[config.mk]
export PLATFORM = sky130hd
export DESIGN_NAME = plst_cell
export DESIGN_NICKNAME = d
export VERILOG_FILES = /design/src/sv/plst_pkg.sv /design/src/sv/plst_cell.sv
export SDC_FILE = /design/constraint.sdc
export NUM_CORES = 1
export LEC_CHECK = 0
export ABC_AREA = 1
export BUFFER_PORTS_ARGS = -buffer_cell sky130_fd_sc_hd__buf_2
export CORE_UTILIZATION = 35
export CTS_CLUSTER_SIZE = 10
export DETAILED_ROUTE_END_ITERATION = 10
export HOLD_SLACK_MARGIN = 0.1
export PLACE_DENSITY = 0.66
export SLEW_MARGIN = 10
export SYNTH_ARGS = -nofsm -noshare
export SYNTH_HDL_FRONTEND = slang
export SYNTH_SLANG_ARGS = --single-unit
[constraint.sdc]
create_clock -name clk -period 3.17 [get_ports clk]
set_clock_uncertainty 0.2 [all_clocks]
set_input_delay 0.4755 -clock clk [delete_from_list [all_inputs] [get_ports clk]]
set_output_delay 0.4755 -clock clk [all_outputs]
set_load 0.005 [all_outputs]
[src/sv/plst_pkg.sv]
// Shared types and constants for the positional list store.
// No dependencies; imported by plst_cell and positional_list_store.
package plst_pkg;

  localparam int CAPACITY    = 16;
  localparam int MAX_RESULTS = 16;
  localparam int DISP_MAX    = (MAX_RESULTS < CAPACITY) ? MAX_RESULTS : CAPACITY;

  localparam int LEN_W = $clog2(CAPACITY + 1);
  localparam int IDX_W = (CAPACITY > 1) ? $clog2(CAPACITY) : 1;
  localparam int CMP_W = ((LEN_W > 8) ? LEN_W : 8) + 1;

  localparam int VAL_W = 32;
  localparam int SUM_W = 36;
  localparam int CNT_W = 5;

  typedef enum logic [2:0] {
    OP_INS_FIRST = 3'd0,
    OP_INS_LAST  = 3'd1,
    OP_INS_AT    = 3'd2,
    OP_DEL_FIRST = 3'd3,
    OP_DEL_LAST  = 3'd4,
    OP_DEL_AT    = 3'd5,
    OP_DISPLAY   = 3'd6,
    OP_COUNT     = 3'd7
  } op_t;

  typedef enum logic [1:0] {
    ST_OK     = 2'd0,
    ST_BADPOS = 2'd1,
    ST_FULL   = 2'd2,
    ST_EMPTY  = 2'd3
  } status_t;

  typedef enum logic [1:0] {
    CM_HOLD,
    CM_LOAD,
    CM_FROM_LEFT,
    CM_FROM_RIGHT
  } cell_mode_t;

  // per-cell control from the sequencer
  typedef struct packed {
    cell_mode_t mode;
    logic       valid;   // cell lies below the list length
  } cell_ctrl_t;

  // running summary handed along the chain
  typedef struct packed {
    logic signed [SUM_W-1:0] sum;
    logic signed [VAL_W-1:0] mn;
    logic signed [VAL_W-1:0] mx;
    logic                    any;
  } summary_t;

endpackage

[src/sv/plst_cell.sv]
// One cell of the list chain: holds one entry and folds it into the running summary.
// Depends on plst_pkg.
module plst_cell
  import plst_pkg::*;
(
  input  logic                    clk,
  input  cell_ctrl_t              ctrl,
  input  logic signed [VAL_W-1:0] value,
  input  logic signed [VAL_W-1:0] left,
  input  logic signed [VAL_W-1:0] right,
  input  summary_t                part_in,
  output logic signed [VAL_W-1:0] entry,
  output summary_t                part_out
);

  summary_t part_next;

  always_comb begin
    part_next = part_in;
    if (ctrl.valid) begin
      part_next.sum = part_in.sum + SUM_W'(entry);
      part_next.mn  = (!part_in.any || entry < part_in.mn) ? entry : part_in.mn;
      part_next.mx  = (!part_in.any || entry > part_in.mx) ? entry : part_in.mx;
      part_next.any = 1'b1;
    end
  end

  always_ff @(posedge clk) begin
    case (ctrl.mode)
      CM_LOAD:       entry <= value;
      CM_FROM_LEFT:  entry <= left;
      CM_FROM_RIGHT: entry <= right;
      default:       entry <= entry;
    endcase
    part_out <= part_next;
  end

endmodule

==> impl_metrics.json <==
{
  "outcome": "completed",
  "first_iter_violations": 817,
  "h-tree-depth": 4,
  "synth_edf_count": 32,
  "p_comb_share_pct": 32.7,
  "grt_pass1_wl_um": 51000,
  "synthFlopType": "dfxtp_1",
  "cap_violations": 0,
  "crit_fanout": 32,
  "fin_tns_setup_ns": 0,
  "layout-drive-gt1-share_pct": 27.8,
  "worst_slew_pin_slew_ns": 0.946,
  "cts.sinks": 133,
  "clock.fmax_mhz": 343,
  "period_minus_slack_ns": 2.91,
  "yosys.area.top_type_share_pct": 22.5,
  "startpoint_type": "primary input",
  "period_share_pct": 91.9,
  "nets": 1961,
  "critical_path.most_common_cell": "nand2_2",
  "p_int_mw": 4.06,
  "swShare_pct": 35.1,
  "vdd_ir_drop_max_mv": 0.258,
  "wl_per_cell_um": 16.7,
  "synth_area_mm2": 0.00899,
  "syn_area_per_cell_um2": 7.19,
  "gr-total-overflow": 0,
  "critical_path_class": "in -> reg",
  "clkTransAtPathRegs_ns": 0.06,
  "power_frac_clock_pct": 32.0,
  "top_layer_used": "met4",
  "dr_total_vias": 10100,
  "start_util_pct": 35.7,
  "grt_pass1_vias": 9764,
  "grt.total_usage_pct": 25.3,
  "synth.area.top_cells": "dfxtp_1, nand2_1, ha_1",
  "grt_start_max_net_pins": 49,
  "dp_cells": 1884,
  "p_leak_nw": 6.52,
  "setup_viol": 0,
  "wl_met3_um": 2040,
  "wl_met1_um": 14900,
  "nFillCells": 2475,
  "firstDrtPassIters": 5,
  "stdcell_count": 2006,
  "antenna_found_initial": 2,
  "slowest_stage": "dlygate4sd3_1",
  "slew_headroom_pct": 36.9,
  "end_kind": "flip-flop",
  "die_x_um": 162,
  "area_delta_synth_final_pct": 38.2,
  "power_density_mw_per_mm2": 503,
  "report.final.slew_viol_count": 0,
  "synthCells": 1250,
  "p_sw_mw": 2.20,
  "final.setup.worst_slack_ns": 0.258,
  "ys_async_sr_fraction_pct": 0,
  "path_cells": "dlygate4sd3_1 -> buf_2 -> inv_1 -> ha_1 -> nand4_1 -> inv_2 -> nand4_2 -> a21oi_2 -> nor2_2 -> nand2_2 -> nand2_2 -> nand3_4 -> buf_4 -> nand3_1 -> nand2_2",
  "drcViolationCount": 0,
  "die_area_mm2": 0.0263,
  "cts_tree": "done",
  "routed_wl_um": 33600,
  "met2_length_um": 15800,
  "yosys-top-cells-count": "nand2_1, nand3_1, inv_1",
  "hpwl_um": 25900,
  "worstPathRequired_ns": 3.33,
  "yosysWarningCount": 0,
  "critPathTopFamily": "buffers and inverters",
  "ios": 334,
  "root_buffer": "clkbuf_16",
  "insertion_delay_ns": 0.42,
  "port_buffers": 333,
  "pre_cts_ws_ns": 0.354,
  "clockBufferDepth": 2,
  "arrival_ns": 3.07,
  "final_cell_area_mm2": 0.0124,
  "row_count": 58,
  "yosysSeqAreaShare_pct": 33.2,
  "cp_num_buf_inv": 5,
  "numCtsBuffers": 17,
  "yosysMostFrequentCell": "nand2_1",
  "synth_nets": 1550,
  "hold_viol_final": 0,
  "place.gp.congestion": 0.938,
  "worstHoldPathType": "in -> reg",
  "yosys_register_bits": 133,
  "place_area_mm2": 0.0109,
  "pwr-share-seq_pct": 35.3,
  "slowest_delay_ns": 0.54,
  "rsz0062_at_grt": "false",
  "hold_slack_ns": 0.121,
  "synth.distinct_cells": 46,
  "ant_nets": 0,
  "core_mm2": 0.0252,
  "viasPerCell": 5.02,
  "synth_top_area_cell": "dfxtp_1",
  "die_y_um": 162
}
-- kinds of logic after synthesis --
logic type / Yosys count / synth area share, %
fa+ha+maj: 99 / 13.9
compound gates: 148 / 9.11
simple gates: 693 / 34.6
buf+inv: 162 / 7.75
xor+xnor: 15 / 1.46
flops: 133 / 33.2
-- final timing paths --
check,startpoint,to,slack (ns),depth (start not counted)
min reg2reg,entry[30],part_out[31],0.41,2
min,part_in[82],part_out[82],0.12,3
max reg2reg,entry[31],part_out[48],0.32,12
max,part_in[64],part_out[48],0.26,15
-- state kept, by name, indices dropped and copies added, names as in the netlist --
name and cells:
part_out 101, entry 32
-- power groups by stage --
stage / sequential, mW / combinational (mW) / clock, mW
floorplan: 2.20 / 1.18 / 0
global placement: 2.24 / 1.93 / 0
detailed placement: 2.24 / 1.94 / 0
CTS: 2.21 / 2.04 / 2.05
global route: 2.23 / 2.30 / 2.10
finish: 2.21 / 2.04 / 2.00
-- metrics by stage --
step	util, %	total power, mW
floorplan	-	3.37
global placement	43.4	4.16
detailed placement	43.4	4.18
CTS	49.3	6.29
global route	49.3	6.63
finish	49.3	6.26
-- per-layer routing --
layer  vias up  global-route usage [%]
met1      4663                    32.8
li1       4949                       -
met2       398                    42.7
met3        68                    3.40
met5         -                       0
met4         0                    9.05
-- cell type report --
type	instances	area, um^2	area share (%)
multi-input cells	955	5320	42.8
clock buffers	24	536	4.31
clock inverters	8	58.8	0.473
well taps	330	413	3.32
flip-flops and latches	133	2980	24.0
diodes	2	5.00	0.0403
inverters	121	454	3.66
repair buffers	433	2650	21.3
-- worst register-to-register path, cell delays in order, from the launching register on --
cell and delay (ns):
edfxtp_1 0.61, ha_1 0.47, nand4_1 0.14, inv_2 0.08, nand4_2 0.12, a21oi_2 0.18
nor2_2 0.07, nand2_2 0.07, nand2_2 0.06, nand3_4 0.08, buf_4 0.37, nand3_1 0.23
nand2_2 0.11
-- repair_timing --
item	CTS	global route
endpoints found under the setup margin	0	7
hold endpoints to repair	88	0
hold buffers	88	0
gates resized for setup	0	2
buffers inserted	0	0
-- cells in the final DEF (no fill, tap or decap), drive strengths merged --
master         n
nor3          10
dfxtp        101
ha            98
o31ai          1
o311ai         1
o211ai         2
edfxtp        32
clkinvlp       3
xnor2          8
nor4           3
o21bai         2
o21ai         46
a21o           5
clkbuf        24
a21boi         1
nand2        415
diode          2
nand3        166
xor2           7
buf          345
a21oi         79
fa             1
a31oi          6
nor2          74
inv          121
o21a           5
nand3b         5
or2           11
dlygate4sd3   88
clkinv         5
nand4          9
Note: power is estimated with default switching activity, not from simulation.
